===== src/rtl/b64e_pkg.sv =====
// types, constants and the base64 alphabet shared by the encoder modules
package b64e_pkg;

  localparam logic [7:0] PadChar = 8'h3D;
  localparam logic [1:0] LastIdx = 2'd3;

  localparam logic [1:0] FullGroup = 2'd3;
  localparam logic [1:0] TwoBytes  = 2'd2;
  localparam logic [1:0] OneByte   = 2'd1;

  // one group of up to three bytes waiting to be turned into four characters
  typedef struct packed {
    logic [7:0] byte_a;
    logic [7:0] byte_b;
    logic [7:0] byte_c;
    logic [1:0] nbytes;
    logic       fin;
  } b64e_group_t;

  function automatic logic [7:0] b64e_sextet_char(logic [5:0] sextet);
    logic [7:0] ext;
    logic [7:0] ch;
    ext = {2'b00, sextet};
    if (sextet < 6'd26) begin
      ch = 8'h41 + ext;
    end else if (sextet < 6'd52) begin
      ch = 8'h47 + ext;
    end else if (sextet < 6'd62) begin
      ch = ext - 8'd4;
    end else if (sextet == 6'd62) begin
      ch = 8'h2B;
    end else begin
      ch = 8'h2F;
    end
    return ch;
  endfunction

endpackage


===== src/rtl/base64_stream_encoder.sv =====
// top level of the streaming base64 encoder
//
// channel  dir  tdata          tlast      tuser
// s_axis   in   in_byte[7:0]   is_final   -
// m_axis   out  out_char[7:0]  run_end    stream_end
//
// one byte accepted per cycle while the group queue has room
// every third byte, and every final byte, yields four characters, sent one per cycle
// while m_axis is ready, so the character serializer sets the pace,
// the more so when every byte is final
// reset clears pending bytes, queue and serializer at once, no sweep
// a stalled m_axis holds the serializer; the queue then fills and drops s_axis_tready
module base64_stream_encoder #(
  parameter int unsigned QueueDepth = 2
) (
  input  logic       clk_i,
  input  logic       rst_ni,
  input  logic       s_axis_tvalid,
  output logic       s_axis_tready,
  input  logic [7:0] s_axis_tdata,   // [7:0] in_byte
  input  logic       s_axis_tlast,
  output logic       m_axis_tvalid,
  input  logic       m_axis_tready,
  output logic [7:0] m_axis_tdata,   // [7:0] out_char
  output logic       m_axis_tlast,
  output logic       m_axis_tuser    // [0] stream_end
);
  import b64e_pkg::*;

  localparam int unsigned LvlW = $clog2(QueueDepth + 1);

  b64e_group_t     push_grp;
  b64e_group_t     head_grp;
  logic            push;
  logic            full;
  logic            head_valid;
  logic            pop;
  logic [LvlW-1:0] level;

  b64e_front u_front (
    .clk_i        (clk_i),
    .rst_ni       (rst_ni),
    .in_valid_i   (s_axis_tvalid),
    .in_byte_i    (s_axis_tdata),
    .in_final_i   (s_axis_tlast),
    .in_ready_o   (s_axis_tready),
    .push_o       (push),
    .group_o      (push_grp),
    .queue_full_i (full)
  );

  b64e_queue #(
    .Depth (QueueDepth)
  ) u_queue (
    .clk_i       (clk_i),
    .rst_ni      (rst_ni),
    .push_i      (push),
    .push_data_i (push_grp),
    .full_o      (full),
    .pop_i       (pop),
    .valid_o     (head_valid),
    .pop_data_o  (head_grp),
    .level_o     (level)
  );

  b64e_back u_back (
    .clk_i        (clk_i),
    .rst_ni       (rst_ni),
    .grp_valid_i  (head_valid),
    .grp_i        (head_grp),
    .pop_o        (pop),
    .out_valid_o  (m_axis_tvalid),
    .out_ready_i  (m_axis_tready),
    .out_char_o   (m_axis_tdata),
    .run_end_o    (m_axis_tlast),
    .stream_end_o (m_axis_tuser)
  );

  // stream end only on the last character of a group
  assert property (@(posedge clk_i) disable iff (!rst_ni)
    m_axis_tvalid && m_axis_tuser |-> m_axis_tlast)
    else $error("stream end without run end");

  // a final byte always closes a group into the queue
  assert property (@(posedge clk_i) disable iff (!rst_ni)
    s_axis_tvalid && s_axis_tready && s_axis_tlast |-> push)
    else $error("final byte did not issue a group");

  // queue never overflows
  assert property (@(posedge clk_i) disable iff (!rst_ni)
    level <= LvlW'(QueueDepth))
    else $error("group queue overflow");

  // no request taken while the queue is full
  assert property (@(posedge clk_i) disable iff (!rst_ni)
    full |-> !s_axis_tready)
    else $error("input taken with full queue");

endmodule


===== src/rtl/b64e_front.sv =====
// front end: collects bytes into groups of three and issues finished groups
module b64e_front (
  input  logic                clk_i,
  input  logic                rst_ni,
  input  logic                in_valid_i,
  input  logic [7:0]          in_byte_i,
  input  logic                in_final_i,
  output logic                in_ready_o,
  output logic                push_o,
  output b64e_pkg::b64e_group_t group_o,
  input  logic                queue_full_i
);
  import b64e_pkg::*;

  logic [7:0] first_q, first_d;
  logic [7:0] second_q, second_d;
  logic [1:0] cnt_q, cnt_d;
  logic       accept;

  assign in_ready_o = !queue_full_i;
  assign accept     = in_valid_i && in_ready_o;
  assign push_o     = accept && (cnt_q[1] || in_final_i);

  always_comb begin
    group_o.fin = in_final_i;
    if (cnt_q[1]) begin
      group_o.byte_a = first_q;
      group_o.byte_b = second_q;
      group_o.byte_c = in_byte_i;
      group_o.nbytes = FullGroup;
    end else if (cnt_q[0]) begin
      group_o.byte_a = first_q;
      group_o.byte_b = in_byte_i;
      group_o.byte_c = 8'h00;
      group_o.nbytes = TwoBytes;
    end else begin
      group_o.byte_a = in_byte_i;
      group_o.byte_b = 8'h00;
      group_o.byte_c = 8'h00;
      group_o.nbytes = OneByte;
    end
  end

  always_comb begin
    first_d  = first_q;
    second_d = second_q;
    cnt_d    = cnt_q;
    if (accept) begin
      if (push_o) begin
        first_d  = 8'h00;
        second_d = 8'h00;
        cnt_d    = 2'd0;
      end else if (cnt_q[0]) begin
        second_d = in_byte_i;
        cnt_d    = 2'd2;
      end else begin
        first_d  = in_byte_i;
        cnt_d    = 2'd1;
      end
    end
  end

  always_ff @(posedge clk_i or negedge rst_ni) begin
    if (!rst_ni) begin
      first_q  <= 8'h00;
      second_q <= 8'h00;
      cnt_q    <= 2'd0;
    end else begin
      first_q  <= first_d;
      second_q <= second_d;
      cnt_q    <= cnt_d;
    end
  end

endmodule


===== src/rtl/b64e_queue.sv =====
// small register queue of byte groups between front end and serializer
module b64e_queue #(
  parameter int unsigned Depth = 2
) (
  input  logic                  clk_i,
  input  logic                  rst_ni,
  input  logic                  push_i,
  input  b64e_pkg::b64e_group_t push_data_i,
  output logic                  full_o,
  input  logic                  pop_i,
  output logic                  valid_o,
  output b64e_pkg::b64e_group_t pop_data_o,
  output logic [$clog2(Depth+1)-1:0] level_o
);
  import b64e_pkg::*;

  localparam int unsigned PtrW = (Depth > 1) ? $clog2(Depth) : 1;
  localparam int unsigned CntW = $clog2(Depth + 1);

  b64e_group_t       mem_q [Depth];
  logic [PtrW-1:0]   wr_ptr_q, wr_ptr_d;
  logic [PtrW-1:0]   rd_ptr_q, rd_ptr_d;
  logic [CntW-1:0]   cnt_q, cnt_d;
  logic              do_push, do_pop;

  assign full_o     = (cnt_q == CntW'(Depth));
  assign valid_o    = (cnt_q != '0);
  assign do_push    = push_i && !full_o;
  assign do_pop     = pop_i && valid_o;
  assign pop_data_o = mem_q[rd_ptr_q];
  assign level_o    = cnt_q;

  always_comb begin
    wr_ptr_d = wr_ptr_q;
    rd_ptr_d = rd_ptr_q;
    cnt_d    = cnt_q;
    if (do_push) begin
      wr_ptr_d = (wr_ptr_q == PtrW'(Depth - 1)) ? '0 : wr_ptr_q + PtrW'(1);
    end
    if (do_pop) begin
      rd_ptr_d = (rd_ptr_q == PtrW'(Depth - 1)) ? '0 : rd_ptr_q + PtrW'(1);
    end
    if (do_push && !do_pop) begin
      cnt_d = cnt_q + CntW'(1);
    end else if (do_pop && !do_push) begin
      cnt_d = cnt_q - CntW'(1);
    end
  end

  always_ff @(posedge clk_i or negedge rst_ni) begin
    if (!rst_ni) begin
      wr_ptr_q <= '0;
      rd_ptr_q <= '0;
      cnt_q    <= '0;
    end else begin
      wr_ptr_q <= wr_ptr_d;
      rd_ptr_q <= rd_ptr_d;
      cnt_q    <= cnt_d;
    end
  end

  always_ff @(posedge clk_i) begin
    if (do_push) begin
      mem_q[wr_ptr_q] <= push_data_i;
    end
  end

endmodule


===== src/rtl/b64e_back.sv =====
// back end: holds one group, sends its four chars one per ready cycle
module b64e_back (
  input  logic                  clk_i,
  input  logic                  rst_ni,
  input  logic                  grp_valid_i,
  input  b64e_pkg::b64e_group_t grp_i,
  output logic                  pop_o,
  output logic                  out_valid_o,
  input  logic                  out_ready_i,
  output logic [7:0]            out_char_o,
  output logic                  run_end_o,
  output logic                  stream_end_o
);
  import b64e_pkg::*;

  b64e_group_t grp_q, grp_d;
  logic        busy_q, busy_d;
  logic [1:0]  idx_q, idx_d;
  logic        send;
  logic        last;
  logic [5:0]  sextet;
  logic        pad;

  assign out_valid_o = busy_q;
  assign send        = busy_q && out_ready_i;
  assign last        = (idx_q == LastIdx);
  assign pop_o       = grp_valid_i && (!busy_q || (send && last));

  always_comb begin
    sextet = grp_q.byte_c[5:0];
    pad    = 1'b0;
    unique case (idx_q)
      2'd0: sextet = grp_q.byte_a[7:2];
      2'd1: sextet = {grp_q.byte_a[1:0], grp_q.byte_b[7:4]};
      2'd2: begin
        sextet = {grp_q.byte_b[3:0], grp_q.byte_c[7:6]};
        pad    = (grp_q.nbytes == OneByte);
      end
      default: begin
        sextet = grp_q.byte_c[5:0];
        pad    = (grp_q.nbytes != FullGroup);
      end
    endcase
  end

  assign out_char_o   = pad ? PadChar : b64e_sextet_char(sextet);
  assign run_end_o    = last;
  assign stream_end_o = last && grp_q.fin;

  always_comb begin
    grp_d  = grp_q;
    busy_d = busy_q;
    idx_d  = idx_q;
    if (send) begin
      idx_d = idx_q + 2'd1;
      if (last) begin
        busy_d = 1'b0;
      end
    end
    if (pop_o) begin
      grp_d  = grp_i;
      busy_d = 1'b1;
      idx_d  = 2'd0;
    end
  end

  always_ff @(posedge clk_i or negedge rst_ni) begin
    if (!rst_ni) begin
      busy_q <= 1'b0;
      idx_q  <= 2'd0;
    end else begin
      busy_q <= busy_d;
      idx_q  <= idx_d;
    end
  end

  always_ff @(posedge clk_i) begin
    grp_q <= grp_d;
  end

endmodule


===== config.mk =====
export PLATFORM = sky130hd
export DESIGN_NAME = base64_stream_encoder
export DESIGN_NICKNAME = d
export VERILOG_FILES = /design/src/rtl/b64e_pkg.sv /design/src/rtl/base64_stream_encoder.sv /design/src/rtl/b64e_front.sv /design/src/rtl/b64e_queue.sv /design/src/rtl/b64e_back.sv
export SDC_FILE = /design/constraint.sdc
export NUM_CORES = 1
export LEC_CHECK = 0
export BUFFER_PORTS_ARGS = -buffer_cell sky130_fd_sc_hd__buf_2
export CORE_MARGIN = 2
export CORE_UTILIZATION = 35
export DETAILED_ROUTE_END_ITERATION = 10
export GPL_TIMING_DRIVEN = 1
export SKIP_CTS_REPAIR_TIMING = 1
export SLEW_MARGIN = 0
export SYNTH_ARGS = -nofsm -noshare
export SYNTH_HDL_FRONTEND = slang
export SYNTH_SLANG_ARGS = --single-unit

===== constraint.sdc =====
create_clock -name clk_i -period 6 [get_ports clk_i]
set_input_delay 0.6 -clock clk_i [delete_from_list [all_inputs] [get_ports clk_i]]
set_output_delay 0.6 -clock clk_i [all_outputs]
set_load 0.01 [all_outputs]

# ---- Word level (Yosys, flattened, before mapping)
# Memory sizes are Yosys's and may differ from the RTL's. A register that Yosys moved wholly into a read port is not among the register bits.
# Cells that the tools add are included.
dict set report word_totals {
  register_bits 25
  ramBits 54
  input_bits 13
  wordCells 80
  n_memories 1
}
# memory words word_bits read_ports rd_ports_with_merged_regs write_ports line
set mem_list {}
lappend mem_list {u_queue.mem_q 2 27 1 1 1 b64e_queue.sv:20} ;# b64e_group_t mem_q [Depth];
dict set report op_classes {
  n_addsub 8
  magnitude_cmp 3
  eq_ne 8
  n_mux 26
  reduce_logical 26
}
# operator n
set ops {}
lappend ops {{$mux W8} 8}
lappend ops {{$mux W26} 2}
lappend ops {{$pmux W6 S3} 1}
lappend ops {{$add A7 B6 Y8 const A} 2}
lappend ops {{$lt A6 B6 Y1 const B} 2}
lappend ops {{$mux W2} 6}
lappend ops {{$logic_and A1 B1 Y1} 10}
lappend ops {{$reduce_bool A2 Y1} 5}
lappend ops {{$mux W1} 7}
lappend ops {{$sub A6 B3 Y7 const B} 1}
lappend ops {{$eq A2 B2 Y1 const B} 3}
lappend ops {{$eq A6 B6 Y1 const B} 1}
lappend ops {{$lt A6 B5 Y1 const B} 1}
lappend ops {{$reduce_and A2 Y1} 3}
lappend ops {{$add A2 B1 Y2 const B} 2}
lappend ops {{$eq A2 B1 Y1 const B} 2}
lappend ops {{$logic_not A1 Y1} 4}
lappend ops {{$mux W3} 1}
lappend ops {{$add A1 B1 Y1 const B} 2}
lappend ops {{$logic_not A2 Y1} 1}
lappend ops {{$logic_or A1 B1 Y1} 2}
lappend ops {{$ne A2 B1 Y1 const B} 1}
lappend ops {{$ne A2 B2 Y1 const B} 1}
lappend ops {{$pmux W1 S2} 1}
lappend ops {{2 further kinds} 2}

# ---- Logic depth before layout (Yosys ltp)
dict set report depth {
  depth_word 9
  mapped_depth 11
  ltp_nobuf 11
}

# ---- Hierarchy
# Synthesis repeated with hierarchy kept, for this count alone.
dict set report unflattened {
  cells_unflattened 359
  hier_area_um2 4972.3
}
# mod n_inst cells_each area_per_inst_um2 seq_area_each_um2
set modules_own_cells {}
lappend modules_own_cells {b64e_queue 1 103 2248.4 1721.7}
lappend modules_own_cells {b64e_back 1 123 1556.5 885.8}
lappend modules_own_cells {b64e_front 1 133 1167.4 450.4}

# ---- Worst setup path before layout
# No wires, ideal clock.
dict set report synth_timing {
  kind {flip-flop to output port}
  startpoint {reg u_back.idx_q[0]}
  endpoint {out m_axis_tdata[2]}
  arrival_ns 2.297
  required_time_ns 5.400
  path_slack_ns 3.103
  path_stages_with_launch 11
  path_buffers 2
  cell_sequence {dfrtp_1 > ha_1 > buf_2 > buf_2 > mux2_2 > inv_1 > ha_1 > nor2_1 > maj3_2 > a21oi_1 > o21ai_1}
}
dict set report synth_between {
  elab_chain_cells 8
}
# element line
set synth_rtl {}
lappend synth_rtl {{from (decl)} b64e_back.sv:18} ;# logic [1:0] idx_q, idx_d;
lappend synth_rtl {{from (signal assigned)} b64e_back.sv:73} ;# idx_q <= idx_d;
lappend synth_rtl {{branches (longest 7 deep; another with $sub A6 B3 Y7)} --}
lappend synth_rtl {{$mux W8 *} b64e_back.sv:46} ;# assign out_char_o = pad ? PadChar : b64e_sextet_char(sextet);
lappend synth_rtl {{to (decl)} base64_stream_encoder.sv:24} ;# output logic [7:0] m_axis_tdata,
# Mark *: on every way between the ends.

# ---- Final worst setup path
# Ends and elaborated chain as after synthesis.

==> flow_results.org <==
** Synth
- Mapped Area :: 0.00466 mm2
- After synthesis, the largest family of logic cells by area is multiplexers.
- After synthesis the netlist holds a flip-flop and latch count of 106.
- In this run, synthesis inferred 81 flip-flops with an integrated enable.
- After synthesis, the share of cell area in mux cells is 11.6%.
- Of all flip-flops after synthesis, the portion carrying an async set or reset was 23.6%.
- Leading area contributor after synthesis :: sky130_fd_sc_hd__edfxtp_1
- Sorting the synthesized cells by area gives the leading types as sky130_fd_sc_hd__edfxtp_1 (52%), sky130_fd_sc_hd__dfrtp_1 (13%), sky130_fd_sc_hd__mux2_2 (9.2%).
- Primary flip-flop cell chosen by synthesis mapping :: sky130_fd_sc_hd__edfxtp_1
- The synthesized netlist devotes 1.13% of its cell area to XOR and XNOR gates.
- Post-synth net total :: 358
- Number of distinct library cells after synthesis :: 48
- Post-synthesis share of cell area spent on full adders, half adders and majority gates :: 2.39%
- A synthesized cell averages 13.8 um2.
- For this run, the number of Yosys warnings is 0.
- Post-synthesis sequential area ratio :: 65.6%
- The synthesized netlist devotes 9.50% of its cell area to compound gates.
- Simple-Gate Fraction of Synth Area :: 7.22%
- Gate count of the mapped netlist :: 337
- In this run the biggest area consumer among cell types represents 52.2% of the synthesized area.

** Placed design
- After legalization and detailed placement, the total HPWL measured 5780 um.
- The congestion estimate from routability-driven global placement came to 0.851.
- Cell total after placement :: 524
- # port buffers :: 23
- Area after DPL :: 0.00496 mm2

** Layout
- Summing all multi-input logic gate instances after layout gives 0.00149 mm2.
- At the end of the flow, the number of nets in the layout was 380.
- Compared with the post-synthesis result, the final layout area differs by 12.1%.
- Sequential cell area :: 0.00306 mm2
- Post-layout instance count excluding filler cells :: 540
- Antenna cells :: 0
- Summed area of non-filler cells in the final layout :: 0.00523 mm2
- The library cells used most frequently in the layout, excluding fill and tap cells, are sky130_fd_sc_hd__edfxtp_1 (81), sky130_fd_sc_hd__nand2_1 (40), sky130_fd_sc_hd__mux2_2 (38).
- Cells fill 39.8% of the core in the end.
- Most common cell after layout, fill and taps aside :: sky130_fd_sc_hd__edfxtp_1
- After filler insertion, the fill cell instance count of the layout stands at 1243.
- In the final layout, the share of cells above drive strength 1 is 24.5%.

** Drt
- In the final routed layout, each cell accounts on average for 15.4 um.
- Routed via count divided by cell count :: 4.78
- Wires add up to 8300 um.
- For this block, the initial DRC count from the detailed router was 248.
- Total vias in the final route :: 2580
- Number of DRC violations after detailed routing :: 0
- The first detailed-routing pass took 4 iterations.
- In this run the remaining antenna-violating nets after routing total 0.

** STA
- Setup repair after global routing missed its margin :: no
- Count of endpoints failing setup in the final report :: 0
- The hold violation count in the final report came to 0.
- The worst path uses 61.2% of the clock period.
- At the pin with the least slew margin, the transition time is 1.14 ns.
- Top achievable clock speed :: 0.272 GHz
- Final Critical Period :: 3.67 ns
- Between clock sinks in the finished design, the worst skew comes to 0.00675 ns.
- Worst slew margin relative to its limit :: 24.1%
- Final Max Slew Viols :: 0
- Setup TNS :: 0 ns

** Critical path
- At the worst endpoint, the required time is 5.40 ns.
- CP startpoint kind :: flop
- Start point of the critical path :: u_back.idx_q[0]
- R2R setup slack :: 3.33 ns
- Of all nets on the critical path, the largest fanout is 6.
- The worst setup path is captured at a primary output.
- Following the worst setup path forward leads to its endpoint at m_axis_tdata[2].
- The endpoint identified for the worst register-to-register timing path is u_front.first_q[4].
- CP Class :: flop to primary output
- For the worst flop-to-flop path, the logic depth is 4.
- Data arrival time of the critical path :: 3.07 ns
- The worst register-to-register path begins at u_front.cnt_q[1].

** Worst hold path
- Worst hold path type :: input pin to async pin

** Flow run
- Max-cap check violation count :: 0

** Pwr
- Combinational logic is responsible for 39.6% of the overall power.
- Dividing total power by cell area gives a power density of 558 mW/mm2.
- Clock network power share :: 18.1%
- Switching share of total power :: 35.7%
- Across the VDD grid, the largest voltage drop is 239 uV.
- Sequential cells account for 42.3% of the total power.
- Internal power comes to 0.00187 W.
- Leakage power summed over all cells :: 1.95 nW
- Total power :: 0.00291 W
- For this design the total switching power over the nets is 0.00104 W.

** Global route
- Maximum number of pins on one net before global-route repair :: 29
- GR Util All Layers :: 12.2%
- Number of antenna violations at the first check in global routing :: 0
- Vias in the first global route :: 2536
- The first global-routing pass estimated 13400 um of wire.
- For this run the aggregate overflow at the end of global routing stands at 0.

** Clock tree
- Clock-pin slew was measured on the worst setup and hold paths at 0.07 ns.
- Number of H-tree levels :: 3
- Clock sinks :: 106
- Total clock buffers created by CTS :: 9
- Maximum buffer depth of the clock tree :: 2
- Clk_lat worst skew :: 0.34 ns
- TritonCTS built the clock tree.
- Clock root buffer master :: sky130_fd_sc_hd__clkbuf_16

** Floorplanning
- Full die area :: 0.0143 mm2
- In this run the core area contains 42 standard-cell rows.
- Core region area :: 0.0131 mm2
- The die is 119 um wide.
- 25 I/O pins were placed.
- Initial core utilization :: 35.5%
- Measured along the y axis, the die boundary spans 119 um.

** Outcome
- The run finished with clean final reports.
-- power groups by stage --
stage	logic, W	clock network, W	registers [W]
2_1_floorplan	0.000918	0	0.00116
5_1_grt	0.00128	0.000572	0.00126
3_5_place_dp	0.00114	0	0.00125
6_report	0.00116	0.000527	0.00123
3_3_place_gp	0.00112	0	0.00124
4_1_cts	0.00115	0.000540	0.00124
-- registers in the layout, summed over array words and instances, names as in the netlist --
register,flops
u_front.cnt_q,2
u_queue.wr_ptr_q,1
u_back.idx_q,2
u_front.first_q,8
u_queue.level_o,2
u_back.out_valid_o,1
u_queue.rd_ptr_q,1
u_back.grp_q,27
u_front.second_q,8
u_queue.mem_q,54
-- through the flow --
stage / worst slack, ns / hold slack [ns]
2_1_floorplan: 3.10 / 0.304
3_3_place_gp: 2.90 / 0.462
3_5_place_dp: 2.76 / 0.471
4_1_cts: 2.38 / 0.281
5_1_grt: 2.26 / 0.300
6_report: 2.33 / 0.276
-- kinds of logic (layout without fill, tap and decap cells) --
family | Yosys count | after routing
AO/OA/AOI/OAI | 65 | 65
XOR/XNOR | 6 | 6
adder cells (fa/ha/maj) | 9 | 9
buffers and inverters | 29 | 56
flip-flops | 106 | 106
multiplexers | 47 | 47
other | 1 | 1
AND/OR/NAND/NOR | 74 | 74
-- worst min path at each step --
stage                             from                  to  slack [ns]  depth (start not counted)
floorplan                       rst_ni     u_back.idx_q[0]        0.30                          0
global placement    u_front.first_q[5]  u_front.first_q[5]        0.46                          2
detailed placement  u_front.first_q[5]  u_front.first_q[5]        0.47                          2
CTS                             rst_ni  u_front.first_q[2]        0.28                          1
global route                    rst_ni  u_front.first_q[2]        0.30                          1
finish                          rst_ni  u_front.first_q[0]        0.28                          1
-- critical path, cell delays in order, from the launching register on --
cell,delay (ns)
sky130_fd_sc_hd__dfrtp_1,0.41
sky130_fd_sc_hd__inv_1,0.11
sky130_fd_sc_hd__ha_1,0.29
sky130_fd_sc_hd__a222oi_1,0.66
sky130_fd_sc_hd__mux2i_4,0.20
sky130_fd_sc_hd__clkinv_2,0.11
sky130_fd_sc_hd__ha_1,0.22
sky130_fd_sc_hd__nor2_1,0.08
sky130_fd_sc_hd__maj3_2,0.30
sky130_fd_sc_hd__a21oi_1,0.12
sky130_fd_sc_hd__o21ai_1,0.09
sky130_fd_sc_hd__buf_2,0.14
-- synthesized netlist by cell type (2+ instances only) --
cell,instances
sky130_fd_sc_hd__edfxtp_1,81
sky130_fd_sc_hd__nand2_1,40
sky130_fd_sc_hd__mux2_2,38
sky130_fd_sc_hd__dfrtp_1,25
sky130_fd_sc_hd__o21ai_0,22
sky130_fd_sc_hd__inv_1,14
sky130_fd_sc_hd__and2_1,11
sky130_fd_sc_hd__clkbuf_1,9
sky130_fd_sc_hd__nor2_1,9
sky130_fd_sc_hd__ha_1,8
sky130_fd_sc_hd__a21oi_1,7
sky130_fd_sc_hd__a22o_1,7
sky130_fd_sc_hd__mux2i_1,6
sky130_fd_sc_hd__o21ai_1,6
sky130_fd_sc_hd__a222oi_1,5
sky130_fd_sc_hd__a21o_1,3
sky130_fd_sc_hd__buf_2,3
sky130_fd_sc_hd__nand4_1,3
sky130_fd_sc_hd__xnor2_1,3
sky130_fd_sc_hd__xor2_1,3
sky130_fd_sc_hd__a22oi_1,2
sky130_fd_sc_hd__mux2_4,2
sky130_fd_sc_hd__nand2b_1,2
sky130_fd_sc_hd__nand3_1,2
sky130_fd_sc_hd__o21a_1,2
sky130_fd_sc_hd__o31ai_1,2
-- final cells by class --
class | count | area share [%]
multi-input combinational | 202 | 28.5
inverter | 15 | 1.10
timing repair buffer | 25 | 2.49
clock inverter | 7 | 0.862
tap | 176 | 4.21
sequential | 106 | 58.5
clock buffer | 9 | 4.31
-- per-layer routing --
| layer | track usage [%] | part of all wire (%) | vias to the layer above |
|---|---|---|---|
| met3 | 2.39 | 3.0 | 11 |
| met5 | 0 | 0 | - |
| met2 | 18.4 | 45 | 43 |
| li1 | - | - | 1290 |
| met4 | 5.07 | 1.8 | 0 |
| met1 | 17.4 | 50 | 1236 |
No activity file was read; power rests on OpenSTA's default activity.
